## config.mk

```make
export PLATFORM = sky130hd
export DESIGN_NAME = xor_keystream_shard_cipher
export DESIGN_NICKNAME = d
export VERILOG_FILES = /design/src/rtl/core/xks_pkg.sv /design/src/rtl/core/xks_regs.sv /design/src/rtl/core/xks_front.sv /design/src/rtl/core/xks_fifo.sv /design/src/rtl/core/xks_back.sv /design/src/rtl/core/xor_keystream_shard_cipher.sv
export SDC_FILE = /design/constraint.sdc
export NUM_CORES = 2
export LEC_CHECK = 0
export BUFFER_PORTS_ARGS = -buffer_cell sky130_fd_sc_hd__buf_2
export CAP_MARGIN = 20
export CORE_UTILIZATION = 55
export DETAILED_ROUTE_END_ITERATION = 8
export GPL_TIMING_DRIVEN = 1
export PLACE_DENSITY = 0.72
export SETUP_SLACK_MARGIN = 0.05
export SYNTH_ARGS = -nofsm -noshare
export SYNTH_HDL_FRONTEND = slang
export SYNTH_HIERARCHICAL = 1
export SYNTH_SLANG_ARGS = --single-unit
```

## constraint.sdc

```tcl
create_clock -name clk -period 8.7 [get_ports clk]
set_input_delay 1.74 -clock clk [delete_from_list [all_inputs] [get_ports clk]]
set_output_delay 1.74 -clock clk [all_outputs]
set_load 0.005 [all_outputs]
```

## src/rtl/core/xks_pkg.sv

```systemverilog
// shared types, constants and helpers for the xor keystream cipher
`default_nettype none

package xks_pkg;

    localparam int KEY_BYTES_DEF     = 32;
    localparam int DERIVE_ROUNDS_DEF = 1000;
    localparam int QUEUE_DEPTH_DEF   = 4;
    localparam int SALT_BYTES        = 16;
    localparam int PASSWORD_BYTES    = 16;

    localparam int CFG_DATA_W = 64;
    localparam int CFG_ADDR_W = 6;
    localparam int OUT_DATA_W = 72;
    localparam int OUT_USER_W = 2;

    localparam logic [63:0] CHECKSUM_SEED = 64'h5381;
    localparam logic [7:0]  KEY_MULT      = 8'd37;
    localparam logic [7:0]  POS_OFFSET    = 8'd13;

    typedef enum logic [2:0] {
        REG_PW_LO,
        REG_PW_HI,
        REG_PW_LEN,
        REG_SALT_LO,
        REG_SALT_HI,
        REG_MODE,
        REG_UNLOCKED,
        REG_EXPECTED
    } reg_idx_t;

    typedef enum logic [1:0] {
        KIND_CONT,
        KIND_START,
        KIND_LOCKED
    } kind_t;

    typedef struct packed {
        logic [7:0] data;
        logic       last;
        kind_t      kind;
    } item_t;

    typedef struct packed {
        logic [63:0] pw_lo;
        logic [63:0] pw_hi;
        logic [4:0]  pw_len;
        logic [63:0] salt_lo;
        logic [63:0] salt_hi;
        logic        mode;
        logic        unlocked;
        logic [63:0] expected;
    } cfg_t;

    // byte j of a 16-byte value split over two 64-bit words
    function automatic logic [7:0] byte_sel(input logic [63:0] lo, input logic [63:0] hi,
                                            input logic [3:0] j);
        logic [63:0] w;
        w = j[3] ? hi : lo;
        return w[{j[2:0], 3'b000} +: 8];
    endfunction

endpackage

`default_nettype wire

```

## src/rtl/core/xks_regs.sv

```systemverilog
// apb configuration registers
`default_nettype none

module xks_regs (
    input  wire                                clk,
    input  wire                                rst_n,
    input  wire                                psel,
    input  wire                                penable,
    input  wire                                pwrite,
    input  wire  [xks_pkg::CFG_ADDR_W-1:0]     paddr,
    input  wire  [xks_pkg::CFG_DATA_W-1:0]     pwdata,
    output logic [xks_pkg::CFG_DATA_W-1:0]     prdata,
    output logic                               pready,
    output xks_pkg::cfg_t                      cfg
);
    import xks_pkg::*;

    reg_idx_t    idx;
    logic        wr_en;
    logic [63:0] pw_lo_reg;
    logic [63:0] pw_hi_reg;
    logic [4:0]  pw_len_reg;
    logic [63:0] salt_lo_reg;
    logic [63:0] salt_hi_reg;
    logic        mode_reg;
    logic        unlocked_reg;
    logic [63:0] expected_reg;

    assign pready = 1'b1;
    assign idx    = reg_idx_t'(paddr[5:3]);
    assign wr_en  = psel && penable && pwrite && pready;

    always_ff @(posedge clk or negedge rst_n)
    begin
        if (!rst_n)
        begin
            pw_lo_reg    <= '0;
            pw_hi_reg    <= '0;
            pw_len_reg   <= 5'd1;
            salt_lo_reg  <= '0;
            salt_hi_reg  <= '0;
            mode_reg     <= 1'b0;
            unlocked_reg <= 1'b0;
            expected_reg <= '0;
        end
        else if (wr_en)
        begin
            case (idx)
                REG_PW_LO:    pw_lo_reg    <= pwdata;
                REG_PW_HI:    pw_hi_reg    <= pwdata;
                REG_PW_LEN:   pw_len_reg   <= pwdata[4:0];
                REG_SALT_LO:  salt_lo_reg  <= pwdata;
                REG_SALT_HI:  salt_hi_reg  <= pwdata;
                REG_MODE:     mode_reg     <= pwdata[0];
                REG_UNLOCKED: unlocked_reg <= pwdata[0];
                REG_EXPECTED: expected_reg <= pwdata;
                default:      ;
            endcase
        end
    end

    always_comb
    begin
        case (idx)
            REG_PW_LO:    prdata = pw_lo_reg;
            REG_PW_HI:    prdata = pw_hi_reg;
            REG_PW_LEN:   prdata = {59'd0, pw_len_reg};
            REG_SALT_LO:  prdata = salt_lo_reg;
            REG_SALT_HI:  prdata = salt_hi_reg;
            REG_MODE:     prdata = {63'd0, mode_reg};
            REG_UNLOCKED: prdata = {63'd0, unlocked_reg};
            REG_EXPECTED: prdata = expected_reg;
            default:      prdata = '0;
        endcase
    end

    assign cfg.pw_lo    = pw_lo_reg;
    assign cfg.pw_hi    = pw_hi_reg;
    assign cfg.pw_len   = pw_len_reg;
    assign cfg.salt_lo  = salt_lo_reg;
    assign cfg.salt_hi  = salt_hi_reg;
    assign cfg.mode     = mode_reg;
    assign cfg.unlocked = unlocked_reg;
    assign cfg.expected = expected_reg;

endmodule

`default_nettype wire

```

## src/rtl/core/xks_front.sv

```systemverilog
// input side: accepts beats and tags each as locked, message start or continuation
`default_nettype none

module xks_front (
    input  wire                  clk,
    input  wire                  rst_n,
    input  wire                  s_tvalid,
    output logic                 s_tready,
    input  wire  [7:0]           s_tdata,   // data_byte
    input  wire                  s_tlast,   // last_byte
    input  wire                  unlocked,
    input  wire                  full,
    output logic                 push,
    output xks_pkg::item_t       push_item
);
    import xks_pkg::*;

    logic in_msg_reg;
    logic in_msg_next;

    assign s_tready = !full;
    assign push     = s_tvalid && !full;

    always_comb
    begin
        push_item.data = s_tdata;
        push_item.last = s_tlast;
        if (!unlocked)
            push_item.kind = KIND_LOCKED;
        else if (!in_msg_reg)
            push_item.kind = KIND_START;
        else
            push_item.kind = KIND_CONT;

        in_msg_next = in_msg_reg;
        if (push)
        begin
            // a locked last beat abandons the message too
            if (s_tlast)
                in_msg_next = 1'b0;
            else if (unlocked)
                in_msg_next = 1'b1;
        end
    end

    always_ff @(posedge clk or negedge rst_n)
    begin
        if (!rst_n)
            in_msg_reg <= 1'b0;
        else
            in_msg_reg <= in_msg_next;
    end

endmodule

`default_nettype wire

```

## src/rtl/core/xks_fifo.sv

```systemverilog
// small queue between the front and the back
`default_nettype none

module xks_fifo #(
    parameter int DEPTH = xks_pkg::QUEUE_DEPTH_DEF
) (
    input  wire                  clk,
    input  wire                  rst_n,
    input  wire                  push,
    input  xks_pkg::item_t       push_item,
    output logic                 full,
    input  wire                  pop,
    output xks_pkg::item_t       head,
    output logic                 empty
);
    import xks_pkg::*;

    localparam int PTR_W = (DEPTH > 1) ? $clog2(DEPTH) : 1;
    localparam int CNT_W = $clog2(DEPTH + 1);

    item_t              mem_reg [DEPTH];
    logic [PTR_W-1:0]   wr_ptr_reg;
    logic [PTR_W-1:0]   rd_ptr_reg;
    logic [CNT_W-1:0]   count_reg;

    assign full  = (count_reg == CNT_W'(DEPTH));
    assign empty = (count_reg == '0);
    assign head  = mem_reg[rd_ptr_reg];

    always_ff @(posedge clk)
    begin
        if (push)
            mem_reg[wr_ptr_reg] <= push_item;
    end

    always_ff @(posedge clk or negedge rst_n)
    begin
        if (!rst_n)
        begin
            wr_ptr_reg <= '0;
            rd_ptr_reg <= '0;
            count_reg  <= '0;
        end
        else
        begin
            if (push)
                wr_ptr_reg <= (wr_ptr_reg == PTR_W'(DEPTH - 1)) ? '0 : wr_ptr_reg + 1'b1;
            if (pop)
                rd_ptr_reg <= (rd_ptr_reg == PTR_W'(DEPTH - 1)) ? '0 : rd_ptr_reg + 1'b1;
            if (push && !pop)
                count_reg <= count_reg + 1'b1;
            else if (pop && !push)
                count_reg <= count_reg - 1'b1;
        end
    end

endmodule

`default_nettype wire

```

## src/rtl/core/xks_back.sv

```systemverilog
// back side: key derivation, keystream xor, checksum and output register
`default_nettype none

module xks_back #(
    parameter int KEY_BYTES     = xks_pkg::KEY_BYTES_DEF,
    parameter int DERIVE_ROUNDS = xks_pkg::DERIVE_ROUNDS_DEF
) (
    input  wire                                clk,
    input  wire                                rst_n,
    input  xks_pkg::cfg_t                      cfg,
    input  wire                                empty,
    input  xks_pkg::item_t                     head,
    output logic                               pop,
    output logic                               m_tvalid,
    input  wire                                m_tready,
    output logic [xks_pkg::OUT_DATA_W-1:0]     m_tdata,   // data_out, running_checksum
    output logic                               m_tlast,   // last_out
    output logic [xks_pkg::OUT_USER_W-1:0]     m_tuser,   // integrity_ok, locked_error
    output logic                               deriving
);
    import xks_pkg::*;

    localparam int KIDX_W = (KEY_BYTES > 1) ? $clog2(KEY_BYTES) : 1;
    localparam int RND_W  = (DERIVE_ROUNDS > 1) ? $clog2(DERIVE_ROUNDS) : 1;

    typedef enum logic [1:0] {
        ST_RUN,
        ST_FILL,
        ST_ROUND
    } state_t;

    state_t              state_reg;
    logic [KIDX_W-1:0]   kidx_reg;
    logic [KIDX_W-1:0]   fill_reg;
    logic [3:0]          pw_idx_reg;
    logic [3:0]          salt_idx_reg;
    logic [RND_W-1:0]    round_reg;
    logic                derived_reg;
    logic [7:0]          pos_reg;
    logic [63:0]         sum_reg;
    logic                out_valid_reg;
    logic [7:0]          data_out_reg;
    logic                last_out_reg;
    logic [63:0]         sum_out_reg;
    logic                ok_reg;
    logic                err_reg;

    logic [7:0]          key_reg  [KEY_BYTES];
    logic [7:0]          mask_reg [KEY_BYTES];
    logic [7:0]          lane_next [KEY_BYTES];

    logic                start_derive;
    logic                take;
    logic [7:0]          ks;
    logic [7:0]          res;
    logic [7:0]          plain;
    logic [63:0]         sum_next;
    logic                ok_next;
    logic [4:0]          plen_m1;
    logic [7:0]          pw_byte;
    logic [7:0]          salt_byte;
    logic [7:0]          r8;

    assign start_derive = (state_reg == ST_RUN) && !empty && (head.kind == KIND_START)
                          && !derived_reg;
    assign take = (state_reg == ST_RUN) && !empty && (!out_valid_reg || m_tready)
                  && !start_derive;
    assign pop      = take;
    assign deriving = (state_reg != ST_RUN);

    // keystream byte: key ^ (pos*7 + 13)
    assign ks       = key_reg[kidx_reg] ^ (({pos_reg[4:0], 3'b000} - pos_reg) + POS_OFFSET);
    assign res      = head.data ^ ks;
    assign plain    = cfg.mode ? res : head.data;
    assign sum_next = {sum_reg[58:0], 5'b00000} + sum_reg + {56'd0, plain};
    assign ok_next  = head.last && cfg.mode && (sum_next == cfg.expected);

    always_comb
    begin
        if (cfg.pw_len == 5'd0)
            plen_m1 = 5'd0;
        else if (cfg.pw_len > 5'(PASSWORD_BYTES))
            plen_m1 = 5'(PASSWORD_BYTES - 1);
        else
            plen_m1 = cfg.pw_len - 5'd1;
    end

    assign pw_byte   = byte_sel(cfg.pw_lo, cfg.pw_hi, pw_idx_reg);
    assign salt_byte = byte_sel(cfg.salt_lo, cfg.salt_hi, salt_idx_reg);
    assign r8        = 8'(round_reg);

    // one derivation round for every key lane at once
    always_comb
    begin
        for (int i = 0; i < KEY_BYTES; i++)
            lane_next[i] = 8'((key_reg[i] ^ mask_reg[i]) * KEY_MULT) + r8 + 8'(i);
    end

    always_ff @(posedge clk)
    begin
        for (int i = 0; i < KEY_BYTES; i++)
        begin
            if (state_reg == ST_FILL && fill_reg == KIDX_W'(i))
            begin
                key_reg[i]  <= 8'd0;
                mask_reg[i] <= pw_byte ^ salt_byte;
            end
            else if (state_reg == ST_ROUND)
                key_reg[i] <= lane_next[i];
        end
    end

    always_ff @(posedge clk or negedge rst_n)
    begin
        if (!rst_n)
        begin
            state_reg     <= ST_RUN;
            kidx_reg      <= '0;
            fill_reg      <= '0;
            pw_idx_reg    <= '0;
            salt_idx_reg  <= '0;
            round_reg     <= '0;
            derived_reg   <= 1'b0;
            pos_reg       <= '0;
            sum_reg       <= CHECKSUM_SEED;
            out_valid_reg <= 1'b0;
            data_out_reg  <= '0;
            last_out_reg  <= 1'b0;
            sum_out_reg   <= '0;
            ok_reg        <= 1'b0;
            err_reg       <= 1'b0;
        end
        else
        begin
            if (take)
                out_valid_reg <= 1'b1;
            else if (m_tready)
                out_valid_reg <= 1'b0;

            case (state_reg)
                ST_RUN:
                begin
                    if (start_derive)
                    begin
                        state_reg    <= ST_FILL;
                        fill_reg     <= '0;
                        pw_idx_reg   <= '0;
                        salt_idx_reg <= '0;
                    end
                    else if (take)
                    begin
                        derived_reg  <= 1'b0;
                        last_out_reg <= head.last;
                        if (head.kind == KIND_LOCKED)
                        begin
                            data_out_reg <= 8'd0;
                            sum_out_reg  <= '0;
                            ok_reg       <= 1'b0;
                            err_reg      <= 1'b1;
                        end
                        else
                        begin
                            data_out_reg <= res;
                            sum_out_reg  <= sum_next;
                            ok_reg       <= ok_next;
                            err_reg      <= 1'b0;
                        end
                        if (head.last)
                        begin
                            pos_reg  <= '0;
                            kidx_reg <= '0;
                            sum_reg  <= CHECKSUM_SEED;
                        end
                        else if (head.kind != KIND_LOCKED)
                        begin
                            pos_reg  <= pos_reg + 8'd1;
                            kidx_reg <= (kidx_reg == KIDX_W'(KEY_BYTES - 1)) ?
                                        '0 : kidx_reg + 1'b1;
                            sum_reg  <= sum_next;
                        end
                    end
                end
                ST_FILL:
                begin
                    pw_idx_reg   <= ({1'b0, pw_idx_reg} == plen_m1) ? '0 : pw_idx_reg + 4'd1;
                    salt_idx_reg <= (salt_idx_reg == 4'(SALT_BYTES - 1)) ?
                                    '0 : salt_idx_reg + 4'd1;
                    if (fill_reg == KIDX_W'(KEY_BYTES - 1))
                    begin
                        fill_reg  <= '0;
                        round_reg <= '0;
                        state_reg <= ST_ROUND;
                    end
                    else
                        fill_reg <= fill_reg + 1'b1;
                end
                ST_ROUND:
                begin
                    if (round_reg == RND_W'(DERIVE_ROUNDS - 1))
                    begin
                        round_reg   <= '0;
                        derived_reg <= 1'b1;
                        state_reg   <= ST_RUN;
                    end
                    else
                        round_reg <= round_reg + 1'b1;
                end
                default:
                    state_reg <= ST_RUN;
            endcase
        end
    end

    assign m_tvalid = out_valid_reg;
    assign m_tdata  = {sum_out_reg, data_out_reg};
    assign m_tlast  = last_out_reg;
    assign m_tuser  = {err_reg, ok_reg};

endmodule

`default_nettype wire

```

## src/rtl/core/xor_keystream_shard_cipher.sv

```systemverilog
// top level of the xor keystream cipher with a hash*33 + byte checksum
//
// s_* stream carries message bytes in (tlast marks the final byte), m_* stream
// carries one result beat per input beat: tdata = {running_checksum, data_out},
// tuser = {locked_error, integrity_ok}, tlast = last_out.
// the apb port holds password, salt, mode, unlock and expected checksum
// (64-bit registers, register i at byte address 8*i); write it only while idle.
// the first unlocked byte of a message triggers key derivation: the masks of the
// key lanes are loaded one at a time (ST_FILL), then DERIVE_ROUNDS rounds of the
// lane update run (ST_ROUND), all key lanes stepping together. after that one
// byte per cycle flows while bytes are queued and m_tready is high; the checksum
// add sets the per-byte path; a beat passes the queue, then the output register.
// a short queue sits between input and processing, so input keeps being taken
// during derivation or while m_tready is low until the queue fills; a waiting
// result holds in the output register.
// reset clears the queue, the message state and the checksum (seed 0x5381);
// the key lanes hold no reset value and are rebuilt at each message start.
`default_nettype none

module xor_keystream_shard_cipher #(
    parameter int KEY_BYTES     = xks_pkg::KEY_BYTES_DEF,
    parameter int DERIVE_ROUNDS = xks_pkg::DERIVE_ROUNDS_DEF,
    parameter int QUEUE_DEPTH   = xks_pkg::QUEUE_DEPTH_DEF
) (
    input  wire                                clk,
    input  wire                                rst_n,
    input  wire                                s_tvalid,
    output logic                               s_tready,
    input  wire  [7:0]                         s_tdata,   // data_byte
    input  wire                                s_tlast,   // last_byte
    output logic                               m_tvalid,
    input  wire                                m_tready,
    output logic [xks_pkg::OUT_DATA_W-1:0]     m_tdata,   // data_out, running_checksum
    output logic                               m_tlast,   // last_out
    output logic [xks_pkg::OUT_USER_W-1:0]     m_tuser,   // integrity_ok, locked_error
    input  wire                                psel,
    input  wire                                penable,
    input  wire                                pwrite,
    input  wire  [xks_pkg::CFG_ADDR_W-1:0]     paddr,
    input  wire  [xks_pkg::CFG_DATA_W-1:0]     pwdata,
    output logic [xks_pkg::CFG_DATA_W-1:0]     prdata,
    output logic                               pready
);
    import xks_pkg::*;

    cfg_t  cfg;
    item_t push_item;
    item_t head;
    logic  push;
    logic  pop;
    logic  full;
    logic  empty;
    logic  deriving;

    xks_regs u_regs (
        .clk     (clk),
        .rst_n   (rst_n),
        .psel    (psel),
        .penable (penable),
        .pwrite  (pwrite),
        .paddr   (paddr),
        .pwdata  (pwdata),
        .prdata  (prdata),
        .pready  (pready),
        .cfg     (cfg)
    );

    xks_front u_front (
        .clk       (clk),
        .rst_n     (rst_n),
        .s_tvalid  (s_tvalid),
        .s_tready  (s_tready),
        .s_tdata   (s_tdata),
        .s_tlast   (s_tlast),
        .unlocked  (cfg.unlocked),
        .full      (full),
        .push      (push),
        .push_item (push_item)
    );

    xks_fifo #(
        .DEPTH (QUEUE_DEPTH)
    ) u_fifo (
        .clk       (clk),
        .rst_n     (rst_n),
        .push      (push),
        .push_item (push_item),
        .full      (full),
        .pop       (pop),
        .head      (head),
        .empty     (empty)
    );

    xks_back #(
        .KEY_BYTES     (KEY_BYTES),
        .DERIVE_ROUNDS (DERIVE_ROUNDS)
    ) u_back (
        .clk      (clk),
        .rst_n    (rst_n),
        .cfg      (cfg),
        .empty    (empty),
        .head     (head),
        .pop      (pop),
        .m_tvalid (m_tvalid),
        .m_tready (m_tready),
        .m_tdata  (m_tdata),
        .m_tlast  (m_tlast),
        .m_tuser  (m_tuser),
        .deriving (deriving)
    );

    // a rejected beat never also reports a checksum match
    a_err_excl_ok: assert property (@(posedge clk) disable iff (!rst_n)
        m_tvalid |-> !(m_tuser[0] && m_tuser[1]))
        else $error("locked beat flagged integrity_ok");

    a_locked_zero: assert property (@(posedge clk) disable iff (!rst_n)
        (m_tvalid && m_tuser[1]) |-> (m_tdata == '0))
        else $error("locked beat carries nonzero data");

    a_ok_on_last: assert property (@(posedge clk) disable iff (!rst_n)
        (m_tvalid && m_tuser[0]) |-> m_tlast)
        else $error("integrity_ok on a non-final beat");

    // no result can be produced while the key is being rebuilt
    a_no_out_derive: assert property (@(posedge clk) disable iff (!rst_n)
        deriving |=> !$rose(m_tvalid))
        else $error("result emitted during key derivation");

endmodule

`default_nettype wire
```

==> summary.txt <==
Outcome: completed
TritonCTS Buffers: 114
Min-Delay Endpoint: u_back/sum_out_reg[14]$_DFFE_PN0P_
Chip height: 369.6 um
Die footprint: 0.1366 mm^2
Initial core utilization: 55.55%
Hold_buf cts: 0
Worst hold path cell count: 2
Top Ports: 228
Number of vias per cell: 6.074
TNS Setup: 0 ns
Final hold violation count: 0
Clock transition at the registers of the reported paths: 0.06 ns
Number of gates resized after cts: 0
Hold path start: u_back/sum_out_reg[14]$_DFFE_PN0P_
Layout Area Growth over Synthesis: 9.488%
Largest net degree at the start of global routing: 178
Gr ovfl total: 0
Core region area: 0.1338 mm^2
H-Tree Level Count: 3
Syn avg cell area: 12.01 um^2
Max VDD drop: 0.4613 mV
Crit Path Max Fanout: 25
Setup bufs post-CTS: 0
FF-to-FF setup slack: 0.87 ns
DRC: 0
Crit start category: flop
Vias: 50.13k
Worst-skew pair later-pin latency: 0.82 ns
Critical path class: flop to flop
Clock Sink Count: 1070
CTS tree: done
Placed insts: 8006
Die width: 369.6 um
Global-route wire length before repair: 325100 um
Max-slew violations: 0
Vias in the first global route: 51.22k
# setup viols final: 0
Cells after Synth: 6190
Area post-placement: 0.07728 mm^2
Detailed placement HPWL: 155800 um
Arr. time, crit path: 8.53 ns
Maxcap violations: 0
Worst r2r dst: u_back/ok_reg$_DFFE_PN0P_
Final #Nets: 7487
Root buf cell: clkbuf_16
Worst-Margin Slew: 1.156 ns
Worst Hold Class: flop to flop
Overall Power: 26.67 mW
Relative slew slack: 22.93%
Fmax: 127.8 MHz
Fin area: 0.08137 mm^2
Syn Nets: 7303
Drt wl/cell: 26.20 um
Worst Clk Skew: 0.1149 ns
Final period utilization: 89.97%
Finished Core Util: 60.82%
Longest Clk Path Bufs: 3
Synthesized area: 0.07432 mm^2
DR pass1 iterations: 6
Yosys warns: 6
Antenna violations before repair: 30
P per Cell Area: 327.7 mW/mm^2
Placer Congestion: 0.9893
P_leak: 36.74 nW
DRT iter0 DRCs: 4162
DRT Wirelength: 216200 um
Row cnt: 134
RR Startpoint: u_back/kidx_reg[1]$_DFFE_PN0P_
Worst reg-to-reg path cell count: 22
Finished Layout Cells: 8254
I/O Buffers: 223
Fraction of layout cells with a size suffix above 1: 16.19%
Crit path capture type: flop
Post-layout minimum cycle time: 7.827 ns
GR Util All Layers: 31.94%
Critical path data required time: 9.40 ns
RSZ-0062 raised after global routing: no
ANT nets after route: 0
==> placed cells by master (no fill, tap or decap), types with 14 or more instances in the layout <==
cell and instances:
a211oi_1 33, a21o_1 141, a21oi_1 194, a221oi_1 19, a22o_1 112, a31oi_1 17
and2_1 124, buf_2 238, buf_4 76, clkbuf_1 27, clkbuf_16 115, clkbuf_8 16
clkinv_2 24, dfrtp_1 494, edfxtp_1 556, fa_1 243, ha_1 784, inv_1 580
mux2_2 273, mux2_4 60, mux2i_1 155, mux4_2 132, nand2_1 190, nand2b_1 25
nand3_1 39, nand4_1 43, nor2_1 323, nor2b_1 19, nor3_1 32, nor4_1 15
o21a_1 15, o21ai_0 133, o21bai_1 20, o221ai_1 26, o22ai_1 14, o2bb2ai_1 104
xnor2_1 449, xor2_1 343
==> per-layer routing <==
layer | global-route usage (%) | vias to the layer above | share of wire, %
li1 | - | 22370 | -
met1 | 41.28 | 25280 | 40
met2 | 51.61 | 1974 | 47
met3 | 5.738 | 483 | 7.6
met4 | 16.15 | 24 | 5.9
met5 | 0 | - | 0.074
==> report_power, final <==
group | total [mW] | internal (mW) | switching, mW
clock network | 5.05 | 2.89 | 2.17
logic | 13.8 | 5.51 | 8.29
registers | 7.82 | 6.94 | 0.884
total | 26.7 | 15.3 | 11.3
==> how the worst max path moves through the flow <==
stage                                        start                         to  slack, ns  cells past startpoint
floorplan           u_back/kidx_reg[1]$_DFFE_PN0P_  u_back/ok_reg$_DFFE_PN0P_       2.21                     24
global placement    u_back/kidx_reg[1]$_DFFE_PN0P_  u_back/ok_reg$_DFFE_PN0P_       1.08                     22
detailed placement  u_back/kidx_reg[1]$_DFFE_PN0P_  u_back/ok_reg$_DFFE_PN0P_       1.01                     22
CTS                 u_back/kidx_reg[1]$_DFFE_PN0P_  u_back/ok_reg$_DFFE_PN0P_       0.99                     22
global route        u_back/kidx_reg[1]$_DFFE_PN0P_  u_back/ok_reg$_DFFE_PN0P_       0.52                     22
finish              u_back/kidx_reg[1]$_DFFE_PN0P_  u_back/ok_reg$_DFFE_PN0P_       0.87                     22
==> layout make-up <==
| type | instances | area (um^2) |
|---|---|---|
| clock inverter | 57 | 715.7 |
| fill | 10610 | 52420 |
| multi-input combinational | 4281 | 41530 |
| timing repair buffer | 325 | 1914 |
| antenna | 13 | 32.53 |
| tap | 1768 | 2212 |
| clock buffer | 158 | 3199 |
| inverter | 582 | 2185 |
| sequential | 1070 | 29590 |
==> metrics by stage <==
step | setup WS [ns] | hold slack (ns)
after floorplan | 2.212 | 0.4462
after global placement | 1.083 | 0.4582
after detailed placement | 1.013 | 0.4599
after CTS | 0.9862 | 0.4750
after global routing | 0.5218 | 0.5048
final | 0.8729 | 0.4708
==> worst max-delay path, stage by stage (launching register included) <==
cell      delay, ns
dfrtp_2        0.59
buf_12         0.28
nand2_1        0.39
buf_4          0.34
o221ai_1       0.32
o22ai_1        0.15
a211oi_1       0.27
a21oi_1        0.18
xnor2_1        0.23
mux2i_1        0.34
fa_1           0.48
ha_1           0.49
a21oi_2        0.13
o211ai_1       0.14
a31oi_1        0.27
nor3b_1        0.60
o31ai_1        0.30
o41ai_1        0.74
xor2_1         0.47
xor2_1         0.11
or4_1          0.56
nor3_1         0.21
a22o_1         0.16
(Power assumes the default switching activity.)
